### src/sv/mmba_pkg.sv
`timescale 1ns / 1ps
`default_nettype none
// ----------------------------------------------------------------------------
// mmba_pkg
// Shared types and constants for the memory map bump allocator.
// ----------------------------------------------------------------------------
package mmba_pkg;

   localparam int MAP_DEPTH_DEFAULT = 16;

   localparam logic [7:0]  SIZE_CODE_OK = 8'd20;
   localparam logic [31:0] TYPE_AVAIL_RAM = 32'd1;
   localparam logic [31:0] TYPE_AVAIL_ACPI = 32'd3;

   localparam logic [1:0] CSR_START_ADDRESS = 2'd0;
   localparam logic [1:0] CSR_MAP_BYTES = 2'd1;

   typedef enum logic [1:0] {
      CMD_LOAD  = 2'd0,
      CMD_START = 2'd1,
      CMD_ALLOC = 2'd2
   } cmd_type;

   typedef enum logic [2:0] {
      ST_IDLE,
      ST_SCAN,
      ST_ALLOC,
      ST_SEEK,
      ST_DONE
   } state_type;

   typedef enum logic [1:0] {
      ADDR_ZERO,
      ADDR_NEXT_FREE,
      ADDR_BASE
   } addr_sel_type;

   typedef struct packed {
      logic [7:0]  size_code;
      logic [63:0] base;
      logic [63:0] length;
      logic [31:0] kind;
   } map_entry_type;

   typedef struct packed {
      logic         write_entry;
      logic         init_start;
      logic         latch_request;
      logic         step;
      logic         bump;
      logic         grant_new;
      logic         set_usable;
      logic         clear_usable;
      logic         finish;
      logic         fin_status;
      addr_sel_type fin_addr;
      logic         rsp_push;
   } ctrl_cmd_type;

   typedef struct packed {
      logic usable;
      logic cursor_end;
      logic budget_zero;
      logic code_ok;
      logic avail;
      logic contains;
      logic fits_cur;
      logic fits_new;
      logic rsp_busy;
   } dp_status_type;

endpackage
`default_nettype wire

### src/sv/mmba_ctrl.sv
`timescale 1ns / 1ps
`default_nettype none
// ----------------------------------------------------------------------------
// mmba_ctrl
// Command sequencer: decodes an item and steps the datapath through scans.
// ----------------------------------------------------------------------------
module mmba_ctrl
   import mmba_pkg::*;
(
   input  wire logic          clock,
   input  wire logic          reset,
   input  wire logic          req_valid,
   input  wire logic [1:0]    req_command,
   output logic               req_ready,
   input  wire dp_status_type status,
   output ctrl_cmd_type       cmd
);

   state_type state_ff;
   state_type state_in;

   always_ff @(posedge clock) begin
      if (reset) begin
         state_ff <= ST_IDLE;
      end else begin
         state_ff <= state_in;
      end
   end

   always_comb begin
      state_in = state_ff;
      cmd = '0;
      cmd.fin_addr = ADDR_ZERO;
      req_ready = 1'b0;
      case (state_ff)
         ST_IDLE: begin
            req_ready = 1'b1;
            if (req_valid) begin
               cmd.latch_request = 1'b1;
               case (cmd_type'(req_command))
                  CMD_LOAD: begin
                     cmd.write_entry = 1'b1;
                     cmd.finish = 1'b1;
                     state_in = ST_DONE;
                  end
                  CMD_START: begin
                     cmd.init_start = 1'b1;
                     state_in = ST_SCAN;
                  end
                  CMD_ALLOC: begin
                     state_in = ST_ALLOC;
                  end
                  default: begin
                     cmd.finish = 1'b1;
                     cmd.fin_status = 1'b1;
                     state_in = ST_DONE;
                  end
               endcase
            end
         end
         ST_SCAN: begin
            if (status.budget_zero || status.cursor_end || !status.code_ok) begin
               cmd.finish = 1'b1;
               cmd.fin_status = 1'b1;
               state_in = ST_DONE;
            end else if (status.avail && status.contains) begin
               cmd.set_usable = 1'b1;
               cmd.finish = 1'b1;
               state_in = ST_DONE;
            end else begin
               cmd.step = 1'b1;
            end
         end
         ST_ALLOC: begin
            if (!status.usable || status.cursor_end) begin
               cmd.clear_usable = 1'b1;
               cmd.finish = 1'b1;
               cmd.fin_status = 1'b1;
               state_in = ST_DONE;
            end else if (status.fits_cur) begin
               cmd.bump = 1'b1;
               cmd.finish = 1'b1;
               cmd.fin_addr = ADDR_NEXT_FREE;
               state_in = ST_DONE;
            end else begin
               cmd.step = 1'b1;
               state_in = ST_SEEK;
            end
         end
         ST_SEEK: begin
            if (status.budget_zero || status.cursor_end || !status.code_ok) begin
               cmd.clear_usable = 1'b1;
               cmd.finish = 1'b1;
               cmd.fin_status = 1'b1;
               state_in = ST_DONE;
            end else if (status.avail && status.fits_new) begin
               cmd.grant_new = 1'b1;
               cmd.finish = 1'b1;
               cmd.fin_addr = ADDR_BASE;
               state_in = ST_DONE;
            end else begin
               cmd.step = 1'b1;
            end
         end
         ST_DONE: begin
            if (!status.rsp_busy) begin
               cmd.rsp_push = 1'b1;
               state_in = ST_IDLE;
            end
         end
         default: begin
            state_in = ST_IDLE;
         end
      endcase
   end

endmodule
`default_nettype wire

### src/sv/mmba_datapath.sv
`timescale 1ns / 1ps
`default_nettype none
// ----------------------------------------------------------------------------
// mmba_datapath
// Map table, allocator registers, fit compares and the result register.
// ----------------------------------------------------------------------------
module mmba_datapath
   import mmba_pkg::*;
#(
   parameter int MAP_DEPTH = MAP_DEPTH_DEFAULT
) (
   input  wire logic          clock,
   input  wire logic          reset,
   input  wire logic          csr_valid,
   input  wire logic [1:0]    csr_index,
   input  wire logic [63:0]   csr_data,
   input  wire logic [3:0]    req_entry_index,
   input  wire logic [7:0]    req_size_code,
   input  wire logic [63:0]   req_entry_base,
   input  wire logic [63:0]   req_entry_length,
   input  wire logic [31:0]   req_entry_type,
   input  wire logic [63:0]   req_request_size,
   output logic               rsp_valid,
   input  wire logic          rsp_ready,
   output logic               rsp_status,
   output logic [63:0]        rsp_address,
   input  wire ctrl_cmd_type  cmd,
   output dp_status_type      status
);

   localparam int IDX_W = (MAP_DEPTH > 1) ? $clog2(MAP_DEPTH) : 1;
   localparam int CUR_W = $clog2(MAP_DEPTH + 1);

   map_entry_type       mem [MAP_DEPTH];
   map_entry_type       rd_ff;
   logic [IDX_W-1:0]    rd_addr;
   logic [IDX_W-1:0]    wr_addr;
   logic                wr_in_range;
   map_entry_type       wr_entry;

   logic [63:0]         start_address_ff;
   logic [15:0]         map_bytes_ff;
   logic [CUR_W-1:0]    cursor_ff;
   logic [CUR_W-1:0]    cursor_in;
   logic [15:0]         budget_ff;
   logic [15:0]         budget_in;
   logic [15:0]         spend_code;
   logic [63:0]         next_free_ff;
   logic [63:0]         next_free_in;
   logic                usable_ff;
   logic                usable_in;
   logic [63:0]         request_ff;

   logic                pend_status_ff;
   logic [63:0]         pend_addr_ff;
   logic [63:0]         pend_addr_in;
   logic                rsp_valid_ff;
   logic                rsp_valid_in;
   logic                rsp_status_ff;
   logic [63:0]         rsp_address_ff;

   logic [64:0]         end65;
   logic [64:0]         bump65;
   logic [64:0]         new65;

   // configuration
   always_ff @(posedge clock) begin
      if (reset) begin
         start_address_ff <= '0;
         map_bytes_ff <= '0;
      end else if (csr_valid) begin
         if (csr_index == CSR_START_ADDRESS) begin
            start_address_ff <= csr_data;
         end else if (csr_index == CSR_MAP_BYTES) begin
            map_bytes_ff <= csr_data[15:0];
         end
      end
   end

   // map table
   assign wr_in_range = (32'(req_entry_index) < MAP_DEPTH);
   assign wr_addr = IDX_W'(req_entry_index);
   assign wr_entry = '{size_code: req_size_code, base: req_entry_base,
                       length: req_entry_length, kind: req_entry_type};
   assign rd_addr = (32'(cursor_in) < MAP_DEPTH) ? cursor_in[IDX_W-1:0] : '0;

   always_ff @(posedge clock) begin
      if (cmd.write_entry && wr_in_range) begin
         mem[wr_addr] <= wr_entry;
      end
      rd_ff <= mem[rd_addr];
   end

   // compares on the entry at the cursor
   assign end65  = {1'b0, rd_ff.base} + {1'b0, rd_ff.length};
   assign bump65 = {1'b0, next_free_ff} + {1'b0, request_ff};
   assign new65  = {1'b0, rd_ff.base} + {1'b0, request_ff};

   assign status.usable      = usable_ff;
   assign status.cursor_end  = (32'(cursor_ff) >= MAP_DEPTH);
   assign status.budget_zero = (budget_ff == '0);
   assign status.code_ok     = (rd_ff.size_code == SIZE_CODE_OK);
   assign status.avail       = (rd_ff.kind == TYPE_AVAIL_RAM) ||
                               (rd_ff.kind == TYPE_AVAIL_ACPI);
   assign status.contains    = (rd_ff.base <= next_free_ff) &&
                               ({1'b0, next_free_ff} <= end65);
   assign status.fits_cur    = !bump65[64] && (bump65 <= end65);
   assign status.fits_new    = (rd_ff.length >= request_ff) && !new65[64];
   assign status.rsp_busy    = rsp_valid_ff && !rsp_ready;

   // allocator state
   assign spend_code = {8'd0, rd_ff.size_code};

   always_comb begin
      cursor_in = cursor_ff;
      budget_in = budget_ff;
      next_free_in = next_free_ff;
      usable_in = usable_ff;
      if (cmd.init_start) begin
         cursor_in = '0;
         budget_in = map_bytes_ff;
         next_free_in = start_address_ff;
         usable_in = 1'b0;
      end
      if (cmd.step) begin
         cursor_in = cursor_ff + CUR_W'(1);
         budget_in = (budget_ff > spend_code) ? (budget_ff - spend_code) : '0;
      end
      if (cmd.bump) begin
         next_free_in = bump65[63:0];
      end
      if (cmd.grant_new) begin
         next_free_in = new65[63:0];
      end
      if (cmd.set_usable) begin
         usable_in = 1'b1;
      end
      if (cmd.clear_usable) begin
         usable_in = 1'b0;
      end
   end

   always_ff @(posedge clock) begin
      if (reset) begin
         cursor_ff <= '0;
         budget_ff <= '0;
         next_free_ff <= '0;
         usable_ff <= 1'b0;
      end else begin
         cursor_ff <= cursor_in;
         budget_ff <= budget_in;
         next_free_ff <= next_free_in;
         usable_ff <= usable_in;
      end
   end

   always_ff @(posedge clock) begin
      if (cmd.latch_request) begin
         request_ff <= req_request_size;
      end
   end

   // pending and output result
   always_comb begin
      case (cmd.fin_addr)
         ADDR_NEXT_FREE: pend_addr_in = next_free_ff;
         ADDR_BASE:      pend_addr_in = rd_ff.base;
         default:        pend_addr_in = '0;
      endcase
   end

   always_ff @(posedge clock) begin
      if (cmd.finish) begin
         pend_status_ff <= cmd.fin_status;
         pend_addr_ff <= pend_addr_in;
      end
      if (cmd.rsp_push) begin
         rsp_status_ff <= pend_status_ff;
         rsp_address_ff <= pend_addr_ff;
      end
   end

   assign rsp_valid_in = cmd.rsp_push ? 1'b1 : (rsp_valid_ff && !rsp_ready);

   always_ff @(posedge clock) begin
      if (reset) begin
         rsp_valid_ff <= 1'b0;
      end else begin
         rsp_valid_ff <= rsp_valid_in;
      end
   end

   assign rsp_valid = rsp_valid_ff;
   assign rsp_status = rsp_status_ff;
   assign rsp_address = rsp_address_ff;

endmodule
`default_nettype wire

### src/sv/memory_map_bump_allocator_top.sv
`timescale 1ns / 1ps
`default_nettype none
// ----------------------------------------------------------------------------
// memory_map_bump_allocator_top
// Bump allocator over a loaded boot memory map.
//
// Items enter on req_* (valid/ready) and each yields one item on rsp_*.
// Command 0 loads a map entry, 1 searches from entry 0 for the available
// block holding the start address, 2 allocates request_size bytes.
// Registers start_address and map_bytes are written on csr_* (always ready).
// Load and unknown commands finish on accept and pass through the done state to
// the output register; an allocate that fits the current block first passes the
// allocate state. Start and walking allocates examine up to MAP_DEPTH map entries
// one at a time, paced by the single registered read port of the map table.
// A new item is accepted once the previous one has reached the output
// register; the result waits there while rsp_ready is low, and a further
// finished result waits inside until the register frees.
// Reset clears the allocator (invalid until started), the registers and the
// output valid; table entries are undefined until loaded.
// ----------------------------------------------------------------------------
module memory_map_bump_allocator_top
   import mmba_pkg::*;
#(
   parameter int MAP_DEPTH = MAP_DEPTH_DEFAULT
) (
   input  wire logic          clock,
   input  wire logic          reset,
   input  wire logic          csr_valid,
   output logic               csr_ready,
   input  wire logic [1:0]    csr_index,
   input  wire logic [63:0]   csr_data,
   input  wire logic          req_valid,
   output logic               req_ready,
   input  wire logic [1:0]    req_command,
   input  wire logic [3:0]    req_entry_index,
   input  wire logic [7:0]    req_size_code,
   input  wire logic [63:0]   req_entry_base,
   input  wire logic [63:0]   req_entry_length,
   input  wire logic [31:0]   req_entry_type,
   input  wire logic [63:0]   req_request_size,
   output logic               rsp_valid,
   input  wire logic          rsp_ready,
   output logic               rsp_status,
   output logic [63:0]        rsp_address
);

   ctrl_cmd_type  cmd;
   dp_status_type status;

   assign csr_ready = 1'b1;

   mmba_ctrl u_ctrl (
      .clock       (clock),
      .reset       (reset),
      .req_valid   (req_valid),
      .req_command (req_command),
      .req_ready   (req_ready),
      .status      (status),
      .cmd         (cmd)
   );

   mmba_datapath #(
      .MAP_DEPTH (MAP_DEPTH)
   ) u_datapath (
      .clock            (clock),
      .reset            (reset),
      .csr_valid        (csr_valid),
      .csr_index        (csr_index),
      .csr_data         (csr_data),
      .req_entry_index  (req_entry_index),
      .req_size_code    (req_size_code),
      .req_entry_base   (req_entry_base),
      .req_entry_length (req_entry_length),
      .req_entry_type   (req_entry_type),
      .req_request_size (req_request_size),
      .rsp_valid        (rsp_valid),
      .rsp_ready        (rsp_ready),
      .rsp_status       (rsp_status),
      .rsp_address      (rsp_address),
      .cmd              (cmd),
      .status           (status)
   );

endmodule
`default_nettype wire

### config.mk
export PLATFORM = sky130hd
export DESIGN_NAME = memory_map_bump_allocator_top
export DESIGN_NICKNAME = d
export VERILOG_FILES = /design/src/sv/mmba_pkg.sv /design/src/sv/mmba_ctrl.sv /design/src/sv/mmba_datapath.sv /design/src/sv/memory_map_bump_allocator_top.sv
export SDC_FILE = /design/constraint.sdc
export NUM_CORES = 2
export LEC_CHECK = 0
export BUFFER_PORTS_ARGS = -buffer_cell sky130_fd_sc_hd__buf_2
export CORE_UTILIZATION = 65
export DETAILED_ROUTE_END_ITERATION = 16
export PLACE_DENSITY = 0.84
export SLEW_MARGIN = 30
export SYNTH_ARGS = -nofsm -noshare
export SYNTH_HDL_FRONTEND = slang
export SYNTH_SLANG_ARGS = --single-unit
### constraint.sdc
create_clock -name clock -period 40.1 [get_ports clock]
set_input_delay 2.005 -clock clock [delete_from_list [all_inputs] [get_ports clock]]
set_output_delay 2.005 -clock clock [all_outputs]
set_load 0.01 [all_outputs]
==> summary.md <==
| Metric | Value |
|---|---|
| Width of the die | 463.2 um |
| Library cells used by synthesis | 106 |
| Post-DR vias/cell | 7.078 |
| Detailed Routing Iterations Pass 1 | 7 |
| Post-synth net total | 10810 |
| Cts repair resizes | 0 |
| DR iter-0 viols | 14380 |
| Main synth FF type | edfxtp_1 |
| Total GRT Usage | 0.3826 |
| Worst-margin pin slew | 1.148 ns |
| Core Region | 210400 um2 |
| Max-capacitance violation count | 0 |
| Commonest non-fill, non-tap cell in the layout | edfxtp_1 |
| Clock Sinks | 3203 |
| Fmax | 65.00 MHz |
| Worst Path Required | 40.95 ns |
| Mean Syn Cell Area | 13.79 um2 |
| Synth Area in Simple Gates | 0.08256 |
| Synth Area in Adders | 0.04265 |
| Synth-to-layout area growth | 11.00% |
| Max FO, Critical Path | 64 |
| Setup CP Type | flip-flop to flip-flop |
| Seq/Total Area, Yosys | 0.6711 |
| First-pass GRT wire length | 601900 um |
| Yosys warnings | 0 |
| TNS Setup | 0 ns |
| Slew headroom | 0.2346 |
| Die area | 214600 um2 |
| Main combinational cell family by area after synthesis | compound AO/OA/AOI/OAI gates |
| Final hold slack | 0.3909 ns |
| Clock Tree Root | clkbuf_16 |
| Total congestion overflow | 0 |
| Skew-Pair Late Insertion Delay | 0.97 ns |
| Total wire length | 420600 um |
| Hold Fails Final Rpt | 0 |
| TritonCTS clock tree | done |
| Async S/R FF share, synth | 0 |
| Fin util | 0.7295 |
| Dpl hpwl | 247700 um |
| Synthesis-stage register bit count | 3203 |
| CP max stage cell | buf_4 |
| CP peak stage delay | 0.82 ns |
| Number of synthesized flops with an enable pin | 2866 |
| Pwr Density | 45.50 nW/um2 |
| Synth top area share | 0.6224 |
| Status | finished, final reports clean |
| H-tree depth | 5 |
| RSZ-0062 raised after global routing | no |
| Tmin final | 15.38 ns |
| Post-CTS setup buffers | 0 |
| Via count | 95210 |
| XOR/XNOR Fraction of Synth Area | 0.01140 |
| Yosys top cell by area | edfxtp_1 |
| Setup Skew | 0.08280 ns |
| Core Rows | 168 |
| DRC errors left | 0 |
| Compound-gate portion of the synthesized area | 0.1138 |
| Post-synthesis cell area | 138300 um2 |
| Tcrit/Tclk final | 0.3837 |
| Setup-failing EPs final | 0 |
| Top cells by area, synth | edfxtp_1, mux2i_1, dfxtp_1 |
| CTS buffer count | 327 |
| Most frequent cells in the layout | edfxtp_1, mux2i_1, nand2_1, nor2_1, a21oi_1 |
| Critical Path End Type | flip-flop |
| Post-synthesis mux area share | 0.05319 |
| Final ANT Viol Nets | 0 |
| Hold buffer count at CTS | 0 |
| Clock buffer depth | 4 |
| I/O pins | 377 |
| Top cell by count, worst path | buf_4 |
| Antenna violations before repair | 100 |
| Wire length per cell | 31.27 um |
| Leakage | 0.05580 uW |
| Max VDD drop | 0.00005511 V |
| Slew Limit Fails | 0 |
| Vias in the first global route | 92570 |
| Clk slew on worst S/H paths | 0.06 ns |
| Starting Density | 0.6572 |
| Port bufs | 374 |
| Largest net degree at the start of global routing | 170 |
| Nets | 11080 |
| Worst setup SP type | flip-flop |
| Share of cells above drive strength 1 | 0.1055 |
| Cells after Synth | 10030 |
| Min-Delay Path Class | flip-flop to flip-flop |
| Gp weighted congestion | 1.027 |
| Die height | 463.2 um |
| Critical Path AT | 16.23 ns |
-- power by group --
group / switching [uW] / total [uW] / internal (uW)
clock: 1260 / 3030 / 1770
sequential: 26.8 / 3690 / 3670
combinational: 177 / 260 / 82.8
total: 1470 / 6980 / 5520
-- state kept, by name, indices dropped and copies added (netlist names) --
signal	cells
u_datapath.map_bytes_ff	16
u_datapath.mem	2672
u_datapath.pend_status_ff	1
u_datapath.request_ff	64
u_datapath.rsp_valid	1
u_datapath.budget_ff	16
u_datapath.next_free_ff	64
u_datapath.rsp_status	1
u_datapath.cursor_ff	5
u_datapath.usable_ff	1
u_ctrl.state_ff	3
u_datapath.rd_ff	167
u_datapath.pend_addr_ff	64
u_datapath.start_address_ff	64
u_datapath.rsp_address	64
-- cell families after synthesis --
logic type               count (synthesis)
flip-flops                            3203
AND/OR/NAND/NOR                       2447
AO/OA/AOI/OAI                         2198
buffers and inverters                  799
multiplexers                           734
adder cells (fa/ha/maj)                469
XOR/XNOR                               180
other                                    1
-- worst max-delay path: cells and delay by family (launching register included) --
kind / cells / cell delay, ns
AO/OA/AOI/OAI: 19 / 6.32
XOR/XNOR: 1 / 0.30
adder cells (fa/ha/maj): 2 / 0.61
buffers and inverters: 6 / 4.41
flip-flops: 1 / 0.69
multiplexers: 1 / 0.32
AND/OR/NAND/NOR: 8 / 2.31
-- stage by stage --
step           setup WS (ns)  total power [uW]  area [um2]  cells
6_report               24.72              6984      153500  13450
3_5_place_dp           25.33              4013      142700  12780
5_1_grt                24.49              7132      153400  13430
3_3_place_gp           25.55              4003      142600  12770
4_1_cts                25.23              6975      153200  13360
2_1_floorplan          23.32              3894      138300  10030
-- area by class of cell --
| cell class | count | area, um2 |
|---|---|---|
| clock inverter | 142 | 1500 |
| inverter | 208 | 780.7 |
| sequential | 3203 | 92810 |
| multi-input combinational | 6029 | 42290 |
| clock buffer | 443 | 9036 |
| antenna | 87 | 217.7 |
| tap | 2805 | 3510 |
| fill | 12330 | 56920 |
| timing repair buffer | 534 | 3352 |
-- path summary, 6_finish.rpt --
check,start,endpoint,slack [ns],depth (start not counted)
min,u_datapath.pend_addr_ff[62],u_datapath.rsp_address[62],0.39,0
min reg2reg,u_datapath.pend_addr_ff[62],u_datapath.rsp_address[62],0.39,0
max reg2reg,u_datapath.rd_ff[112],u_datapath.rd_ff[62],24.72,37
max,u_datapath.rd_ff[112],u_datapath.rd_ff[62],24.72,37
-- synth_stat cells, types with 199 or more instances --
cell,instances
nand3_1,209
clkbuf_1,297
inv_1,206
buf_2,201
or3_1,243
a21oi_1,465
o311a_1,220
nor3_1,421
ha_1,465
o211ai_1,259
nor2_1,582
mux2i_1,730
edfxtp_1,2866
o21ai_0,199
dfxtp_1,337
nand2_1,709
-- layer usage --
| layer | global-route usage | wire, um |
|---|---|---|
| met3 | 0.08459 | 55170 |
| met1 | 0.5056 | 147400 |
| met2 | 0.5761 | 188100 |
| met4 | 0.2485 | 29560 |
| met5 | 0 | 304 |
No activity file was read; power rests on OpenSTA's default activity.
